**config.mk**
```make
export PLATFORM = sky130hd
export DESIGN_NAME = scissor_rect_stack_top
export DESIGN_NICKNAME = d
export VERILOG_FILES = /design/src/design/srs_pkg.sv /design/src/design/srs_ram.sv /design/src/design/srs_step.sv /design/src/design/scissor_rect_stack_top.sv
export VERILOG_INCLUDE_DIRS = /design/src /design/src/design
export SDC_FILE = /design/constraint.sdc
export NUM_CORES = 2
export LEC_CHECK = 0
export BUFFER_PORTS_ARGS = -buffer_cell sky130_fd_sc_hd__buf_2
export CORE_AREA = 3 3 408 410
export DETAILED_ROUTE_END_ITERATION = 6
export DIE_AREA = 0 0 411 413
export PLACE_DENSITY = 0.49
export SLEW_MARGIN = 0
export SYNTH_ARGS = -nofsm -noshare
export SYNTH_HDL_FRONTEND = slang
export SYNTH_SLANG_ARGS = --single-unit
```
**constraint.sdc**
```tcl
create_clock -name aclk -period 11.2 [get_ports aclk]
set_input_delay 0.56 -clock aclk [delete_from_list [all_inputs] [get_ports aclk]]
set_output_delay 0.56 -clock aclk [all_outputs]
set_load 0.02 [all_outputs]
```
**src/design/scissor_rect_stack_top_defines.svh**
```systemverilog
// assertion macros shared by the scissor rectangle stack design files
// no dependencies; every macro samples on aclk and is disabled during reset
`ifndef SCISSOR_RECT_STACK_TOP_DEFINES_SVH
`define SCISSOR_RECT_STACK_TOP_DEFINES_SVH

// condition in this cycle implies a check in the same cycle
`define SRS_ASSERT_NOW(label, ante, cons, msg) \
    label: assert property (@(posedge aclk) disable iff (!aresetn) \
        (ante) |-> (cons)) else $error(msg);

// condition in this cycle implies a check in the next cycle
`define SRS_ASSERT_NEXT(label, ante, cons, msg) \
    label: assert property (@(posedge aclk) disable iff (!aresetn) \
        (ante) |=> (cons)) else $error(msg);

`endif

```
**src/design/srs_pkg.sv**
```systemverilog
// types and constants for the scissor rectangle stack
// no dependencies; used by srs_step and scissor_rect_stack_top
package srs_pkg;

    localparam int VP_W   = 14;
    localparam int EDGE_W = 16;

    // action codes carried in the request
    typedef enum logic [1:0] {
        ACT_PUSH       = 2'd0,
        ACT_PUSH_ISECT = 2'd1,
        ACT_POP        = 2'd2,
        ACT_CLEAR      = 2'd3
    } action_t;

    // configuration register indexes
    localparam logic CFG_VP_WIDTH  = 1'b0;
    localparam logic CFG_VP_HEIGHT = 1'b1;

    typedef struct packed {
        logic signed [EDGE_W-1:0] bottom;
        logic signed [EDGE_W-1:0] right;
        logic signed [EDGE_W-1:0] top;
        logic signed [EDGE_W-1:0] left;
    } rect_t;

    typedef struct packed {
        logic wr_en;
        logic refused;
    } step_ctl_t;

    typedef struct packed {
        logic               overflow;
        logic [4:0]         level;
        logic [15:0]        h;
        logic [15:0]        w;
        logic signed [16:0] y;
        logic signed [15:0] x;
    } result_t;

endpackage

```
**src/design/srs_ram.sv**
```systemverilog
// generic single write port ram with one registered read port
// no dependencies; holds every pushed rectangle, the top one included, which is also cached
module srs_ram #(
    parameter int WIDTH = 64,
    parameter int DEPTH = 16,
    localparam int AW = (DEPTH > 1) ? $clog2(DEPTH) : 1
) (
    input  logic             aclk,
    input  logic             wr_en,
    input  logic [AW-1:0]    wr_addr,
    input  logic [WIDTH-1:0] wr_data,
    input  logic [AW-1:0]    rd_addr,
    output logic [WIDTH-1:0] rd_data
);

    logic [WIDTH-1:0] mem [DEPTH];
    logic [WIDTH-1:0] rd_data_reg;

    // write port
    always_ff @(posedge aclk) begin
        if (wr_en) begin
            mem[wr_addr] <= wr_data;
        end
    end

    // registered read port
    always_ff @(posedge aclk) begin
        rd_data_reg <= mem[rd_addr];
    end

    assign rd_data = rd_data_reg;

endmodule

```
**src/design/srs_step.sv**
```systemverilog
// next-state and result logic for one stack request
// depends on srs_pkg; purely combinational, sits between the request and result registers
module srs_step #(
    parameter int STACK_DEPTH = 16,
    localparam int CW = $clog2(STACK_DEPTH + 1)
) (
    input  srs_pkg::action_t          action,
    input  srs_pkg::rect_t            rect_in,
    input  logic [CW-1:0]             count,
    input  srs_pkg::rect_t            top_cache,
    input  srs_pkg::rect_t            below,
    input  logic [srs_pkg::VP_W-1:0]  vp_width,
    input  logic [srs_pkg::VP_W-1:0]  vp_height,
    output logic [CW-1:0]             count_next,
    output srs_pkg::rect_t            top_next,
    output srs_pkg::rect_t            push_rect,
    output srs_pkg::step_ctl_t        ctl,
    output srs_pkg::result_t          result
);
    import srs_pkg::*;

    rect_t base;
    rect_t cur;
    rect_t isect;
    rect_t shown;
    logic  is_push;
    logic  full;

    // viewport base entry, taken live from config
    always_comb begin
        base.left   = '0;
        base.top    = '0;
        base.right  = {2'b00, vp_width};
        base.bottom = {2'b00, vp_height};
    end

    assign cur = (count == '0) ? base : top_cache;

    // optional intersection with the current top
    always_comb begin
        isect = rect_in;
        if (action == ACT_PUSH_ISECT) begin
            if (cur.left > rect_in.left)     isect.left   = cur.left;
            if (cur.top > rect_in.top)       isect.top    = cur.top;
            if (cur.right < rect_in.right)   isect.right  = cur.right;
            if (cur.bottom < rect_in.bottom) isect.bottom = cur.bottom;
        end
    end

    // clamp right up to left and bottom up to top
    always_comb begin
        push_rect = isect;
        if (isect.right < isect.left)  push_rect.right  = isect.left;
        if (isect.bottom < isect.top)  push_rect.bottom = isect.top;
    end

    assign is_push     = (action == ACT_PUSH) || (action == ACT_PUSH_ISECT);
    assign full        = (count >= CW'(STACK_DEPTH));
    assign ctl.wr_en   = is_push && !full;
    assign ctl.refused = is_push && full;

    // stack pointer and cached top update
    always_comb begin
        count_next = count;
        top_next   = top_cache;
        unique case (action)
            ACT_PUSH, ACT_PUSH_ISECT: begin
                if (!full) begin
                    count_next = count + CW'(1);
                    top_next   = push_rect;
                end
            end
            ACT_POP: begin
                if (count != '0) begin
                    count_next = count - CW'(1);
                    top_next   = below;
                end
            end
            ACT_CLEAR: begin
                count_next = '0;
            end
            default: begin
                count_next = count;
            end
        endcase
    end

    assign shown = (count_next == '0) ? base : top_next;

    // scissor box of the new top entry
    always_comb begin
        result.x        = shown.left;
        result.y        = {3'b000, vp_height} - {shown.bottom[EDGE_W-1], shown.bottom};
        result.w        = shown.right - shown.left;
        result.h        = shown.bottom - shown.top;
        result.level    = 5'(count_next);
        result.overflow = ctl.refused;
    end

endmodule

```
**src/design/scissor_rect_stack_top.sv**
```systemverilog
// scissor rectangle stack: requests pass the request register, then the result register
// one request per cycle unless m_tready stalls the result; the top entry is cached in a
// register and the entry below it is prefetched from the ram, so a pop never waits
// reset (aresetn low, synchronous) empties the stack and sets the viewport to 640 x 480
// depends on srs_pkg, srs_step, srs_ram and scissor_rect_stack_top_defines.svh
module scissor_rect_stack_top #(
    parameter int STACK_DEPTH = 16
) (
    input  logic                     aclk,
    input  logic                     aresetn,
    // configuration write port
    input  logic                     cfg_we,
    input  logic                     cfg_index,
    input  logic [srs_pkg::VP_W-1:0] cfg_wdata,
    // request channel
    input  logic                     s_tvalid,
    output logic                     s_tready,
    input  logic [63:0]              s_tdata,  // rect_left, rect_top, rect_right, rect_bottom
    input  logic [1:0]               s_tuser,  // action
    // result channel
    output logic                     m_tvalid,
    input  logic                     m_tready,
    output logic [71:0]              m_tdata   // scissor_x, scissor_y, scissor_w, scissor_h,
                                               // stack_level, overflow, zero pad
);
    import srs_pkg::*;
    `include "scissor_rect_stack_top_defines.svh"

    localparam int CW = $clog2(STACK_DEPTH + 1);
    localparam int AW = (STACK_DEPTH > 1) ? $clog2(STACK_DEPTH) : 1;
    localparam int RW = $bits(rect_t);

    logic [VP_W-1:0] vp_width_reg;
    logic [VP_W-1:0] vp_height_reg;
    logic            in_valid_reg;
    action_t         in_action_reg;
    rect_t           in_rect_reg;
    logic            m_valid_reg;
    result_t         res_reg;
    logic [CW-1:0]   count_reg;
    rect_t           top_reg;

    logic            advance;
    logic [CW-1:0]   count_next;
    rect_t           top_next;
    rect_t           push_rect;
    step_ctl_t       ctl;
    result_t         result;
    logic [RW-1:0]   below_raw;
    rect_t           below;
    logic [CW-1:0]   count_eff;
    logic [CW:0]     rd_idx;
    logic [AW-1:0]   rd_addr;

    // configuration registers
    always_ff @(posedge aclk) begin
        if (!aresetn) begin
            vp_width_reg  <= VP_W'(640);
            vp_height_reg <= VP_W'(480);
        end else if (cfg_we) begin
            if (cfg_index == CFG_VP_WIDTH) begin
                vp_width_reg <= cfg_wdata;
            end else begin
                vp_height_reg <= cfg_wdata;
            end
        end
    end

    // a request moves on when the result register is free or being drained
    assign advance  = in_valid_reg && (!m_valid_reg || m_tready);
    assign s_tready = !in_valid_reg || advance;

    // request register
    always_ff @(posedge aclk) begin
        if (!aresetn) begin
            in_valid_reg <= 1'b0;
        end else if (s_tvalid && s_tready) begin
            in_valid_reg <= 1'b1;
        end else if (advance) begin
            in_valid_reg <= 1'b0;
        end
    end

    always_ff @(posedge aclk) begin
        if (s_tvalid && s_tready) begin
            in_action_reg <= action_t'(s_tuser);
            in_rect_reg   <= rect_t'(s_tdata);
        end
    end

    // stack step
    srs_step #(
        .STACK_DEPTH (STACK_DEPTH)
    ) u_step (
        .action     (in_action_reg),
        .rect_in    (in_rect_reg),
        .count      (count_reg),
        .top_cache  (top_reg),
        .below      (below),
        .vp_width   (vp_width_reg),
        .vp_height  (vp_height_reg),
        .count_next (count_next),
        .top_next   (top_next),
        .push_rect  (push_rect),
        .ctl        (ctl),
        .result     (result)
    );

    // stack pointer and cached top entry
    always_ff @(posedge aclk) begin
        if (!aresetn) begin
            count_reg <= '0;
        end else if (advance) begin
            count_reg <= count_next;
        end
    end

    always_ff @(posedge aclk) begin
        if (advance) begin
            top_reg <= top_next;
        end
    end

    // prefetch the entry below the top for the count that holds after this edge
    assign count_eff = advance ? count_next : count_reg;
    assign rd_idx    = {1'b0, count_eff} - (CW + 1)'(2);
    assign rd_addr   = (count_eff < CW'(2)) ? '0 : rd_idx[AW-1:0];
    assign below     = rect_t'(below_raw);

    srs_ram #(
        .WIDTH (RW),
        .DEPTH (STACK_DEPTH)
    ) u_ram (
        .aclk    (aclk),
        .wr_en   (advance && ctl.wr_en),
        .wr_addr (count_reg[AW-1:0]),
        .wr_data (push_rect),
        .rd_addr (rd_addr),
        .rd_data (below_raw)
    );

    // result register
    always_ff @(posedge aclk) begin
        if (!aresetn) begin
            m_valid_reg <= 1'b0;
        end else if (advance) begin
            m_valid_reg <= 1'b1;
        end else if (m_tready) begin
            m_valid_reg <= 1'b0;
        end
    end

    always_ff @(posedge aclk) begin
        if (advance) begin
            res_reg <= result;
        end
    end

    assign m_tvalid = m_valid_reg;
    assign m_tdata  = {1'b0, res_reg};

    // checks
    `SRS_ASSERT_NOW(a_count_range, 1'b1, count_reg <= CW'(STACK_DEPTH),
        "stack pointer beyond stack depth")
    `SRS_ASSERT_NOW(a_write_in_range, advance && ctl.wr_en, count_reg < CW'(STACK_DEPTH),
        "push written past the stack end")
    `SRS_ASSERT_NEXT(a_refused_keeps, advance && ctl.refused, $stable(count_reg),
        "refused push changed the stack pointer")
    `SRS_ASSERT_NEXT(a_idle_keeps, !advance, $stable(count_reg),
        "stack pointer moved without a request")

endmodule
```
==> metrics.log <==
[metrics] insertion delay to the later sink of the worst-skew pair: 0.80 ns
[metrics] Sw Ratio: 27.0%
[metrics] library cells used by synthesis: 82
[metrics] Die Y: around 410 um
[metrics] Psw: ~3.3 mW
[metrics] wire length of the first global-routing pass: approximately 270000 um
[metrics] effective utilization at floorplan: about a third
[metrics] global route total overflow: 0
[metrics] vias in the first global route: 36700
[metrics] number of nets produced by synthesis: 4787
[metrics] number of cell rows: 148
[metrics] Via Count: 38300
[metrics] initial DRC count: a little over 4000
[metrics] total wire length: roughly 190000 um
[metrics] Final WS setup: 1.04 ns
[metrics] worst slew margin relative to its limit: 18.4%
[metrics] number of flip-flops in the largest register: around 1000
[metrics] Hold Path Depth: 1
[metrics] total die area: 170000 sq um
[metrics] max-slew violation count: 0
[metrics] Max Cap Violations: 0
[metrics] warning count from the yosys run: 0
[metrics] Tot GR Track Use: 21.5%
[metrics] sequential element share of the synthesized area: 68.0%
[metrics] most prevalent standard cell on the critical path: sky130_fd_sc_hd__o21ai_0
[metrics] clock network fraction of total power: 38.6%
[metrics] setup TNS after final layout: 0 ns
[metrics] I/O pin cnt: 160
[metrics] largest net degree at the start of global routing: 174
[metrics] portion of the clock cycle consumed by the worst path in the final layout: 90.7%
[metrics] Critical Path AT: ~11 ns
[metrics] Yosys reg bits: 1324
[metrics] Pint: between 8 and 9 mW
[metrics] biggest fanout along the worst timing path: 40
[metrics] required time reported for the critical path endpoint: 11.74 ns
[metrics] Static Leak: 24.1 nW
[metrics] nets@finish: 4975
[metrics] deepest clock path buffer count: 3
[metrics] width of the die: ~400 um
[metrics] Max Clk Rate: 98.4 MHz
[metrics] leading register cell type out of synthesis: sky130_fd_sc_hd__edfxtp_1
[metrics] Clock Sinks: about 1300
[metrics] post-synthesis cell area: roughly 57000 sq um
[metrics] class of the tightest hold or removal check: primary input to register
[metrics] setup repair after global routing missed its margin: no
[metrics] register ranked first by flip-flop count: u_ram.mem
[metrics] multi-input gate area in the final layout: 16800 sq um
[metrics] post-detailed-route count of antenna-violating nets: 0
[metrics] worst setup skew after layout: 0.0562 ns
[metrics] WL per Instance: 26.4 um
[metrics] Port Buffer Count: 158
[metrics] final critical-path required period: 10.16 ns
[metrics] Post-Place Setup Slack: 0.688 ns
[metrics] filler cell count in the final layout: 15300
[metrics] status: complete, no violations
[metrics] Worst Max-Slew Pin Slew: 1.22 ns
[metrics] vias per inst: ~5.4
[metrics] First-pass DRT Iterations: 5
[metrics] HPWL reported at the end of detailed placement: approximately 110000 um
[metrics] depth of the most critical reg-to-reg path: 35
[metrics] area of the placeable core: between 150000 and 200000 sq um
[metrics] clk slew on worst S/H paths: 0.06 ns
[metrics] share of power burned in combinational logic: 13.5%
[metrics] mean instance size in the synthesized netlist: 12.5 sq um
[metrics] gpl congestion: 0.870
[metrics] setup repair bufs after CTS: 0
[metrics] number of instances in the synthesized netlist: 4559
[metrics] share of total power in sequential cells: a little under half
[metrics] delay contributed by the slowest stage of the critical path: 0.74 ns
[metrics] number of flops mapped to enable cells by yosys: ~1200
[metrics] final number of hold-violating endpoints: 0
[metrics] total clock buffers created by CTS: roughly 140
[metrics] layout overhead on the synthesized area: 15.6%
[metrics] Max VDD drop: 0.155 mV
[metrics] Remaining DRCs: 0
[metrics] fraction of synthesis flops using an asynchronous set or reset pin: 0%
[metrics] layout cell share with drive strength beyond 1: 11.6%
[metrics] final setup vio count: 0
[metrics] power density over cell area: approximately 180 nW/um^2
[metrics] Register Area: between 30000 and 40000 sq um
[metrics] Worst Setup Path Type: register to register
[metrics] CP max stage cell: sky130_fd_sc_hd__or4b_4
[metrics] startpoint kind of the worst setup timing path: register
[metrics] root buffer cell: sky130_fd_sc_hd__clkbuf_16
[metrics] CTS tree: built
[metrics] Critical Path End Type: register
[metrics] Max H-tree Level: 4
[metrics] number of antenna violations at the first check in global routing: 6
-- per-layer routing --
layer	part of all wire (%)	vias up	global-route usage [%]
li1	-	17300	-
met2	45	1348	33.6
met4	2.0	2	5.28
met5	0.0070	-	0
met1	46	19400	31.5
met3	6.4	223	3.22
-- repair_timing --
item,4_1_cts,5_1_grt
resized for setup,0,1
hold buffers,66,0
endpoints found under the setup margin,0,1
endpoints found under the hold margin,66,0
-- path summary, 6_finish.rpt --
check	from	to	slack, ns
max	count_reg[0]	m_tdata[32]	1.04
min	s_tdata[24]	in_rect_reg[24]	0.04
min reg2reg	in_valid_reg	m_tvalid	0.51
max reg2reg	count_reg[0]	m_tdata[32]	1.04
-- cell usage in the layout, fill, tap and decap left out, types with 88 or more instances in the layout --
| cell type | count |
|---|---|
| sky130_fd_sc_hd__nor2_1 | 105 |
| sky130_fd_sc_hd__inv_1 | 184 |
| sky130_fd_sc_hd__a21oi_1 | 532 |
| sky130_fd_sc_hd__buf_2 | 158 |
| sky130_fd_sc_hd__dfxtp_1 | 99 |
| sky130_fd_sc_hd__ha_1 | 138 |
| sky130_fd_sc_hd__nand3_1 | 90 |
| sky130_fd_sc_hd__edfxtp_1 | 1225 |
| sky130_fd_sc_hd__buf_4 | 95 |
| sky130_fd_sc_hd__a22o_1 | 88 |
| sky130_fd_sc_hd__clkbuf_16 | 145 |
| sky130_fd_sc_hd__mux2i_1 | 113 |
| sky130_fd_sc_hd__nand2_1 | 835 |
-- metrics by stage --
stage	util, %	instances	total power [mW]	instance area [sq um]	hold slack, ns
floorplan	-	4559	6.85	57000	0.451
CTS	40.5	7037	12.2	66000	0.00100
detailed placement	37.2	6709	7.50	60600	0.516
global route	40.5	7038	12.5	66000	0.00887
finish	40.5	7040	12.1	66000	0.0379
global placement	37.2	6709	7.50	60600	0.515
-- cell type report --
class / count / area share, %
clock buffers: 198 / 6.04
multi-input cells: 2765 / 25.5
flip-flops and latches: 1324 / 58.8
clock inverters: 64 / 1.03
well taps: 2175 / 4.13
inverters: 186 / 1.07
diodes: 2 / 0.00759
repair buffers: 326 / 3.49
-- cells in the mapped netlist, drive strengths merged (10+ instances only) --
cell type	n	area share, %
a22oi	23	0.30
o211ai	71	0.93
nand4	18	0.20
inv	186	1.2
o31ai	66	0.87
xor2	10	0.15
nor2	123	0.81
dfxtp	99	3.5
a21o	49	0.65
o21a	10	0.13
nand3	91	0.80
a31oi	71	0.80
mux2	37	0.76
nor3	91	0.80
o311ai	67	1.0
nand2	837	5.5
xnor2	19	0.29
clkbuf	229	1.5
o21ai	71	0.62
edfxtp	1225	64
nor2b	22	0.24
a21oi	543	4.8
nand2b	12	0.13
ha	139	3.0
a221oi	17	0.26
mux2i	115	2.0
a22o	88	1.4
a21boi	36	0.48
buf	55	0.40
a211oi	11	0.15
and2	47	0.52
-- worst max-delay path, delay by kind of cell, from the launching register on --
kind	cells	cell delay, ns
flip-flops	1	0.43
buffers and inverters	2	0.28
AND/OR/NAND/NOR	4	1.52
adder cells (fa/ha/maj)	4	1.25
AO/OA/AOI/OAI	22	5.14
multiplexers	3	1.27
-- power by group through the flow --
stage / clock network [mW] / registers [mW] / logic (mW)
final: 4.67 / 5.80 / 1.63
after floorplan: 0 / 5.89 / 0.957
after CTS: 4.77 / 5.80 / 1.62
after global routing: 4.96 / 5.81 / 1.78
after global placement: 0 / 5.91 / 1.59
after detailed placement: 0 / 5.91 / 1.60
-- cells by family after synthesis --
kind of cell               synth area share [%]
muxes                                      2.79
AOI/OAI and AO/OA                          13.0
adders and majority gates                  3.15
buffers and inverters                      3.13
xor gates and xnor gates                  0.445
and+or+nand+nor                            9.55
other                                   0.00657
DFF                                        68.0
Power figures use the tool's default switching activity.
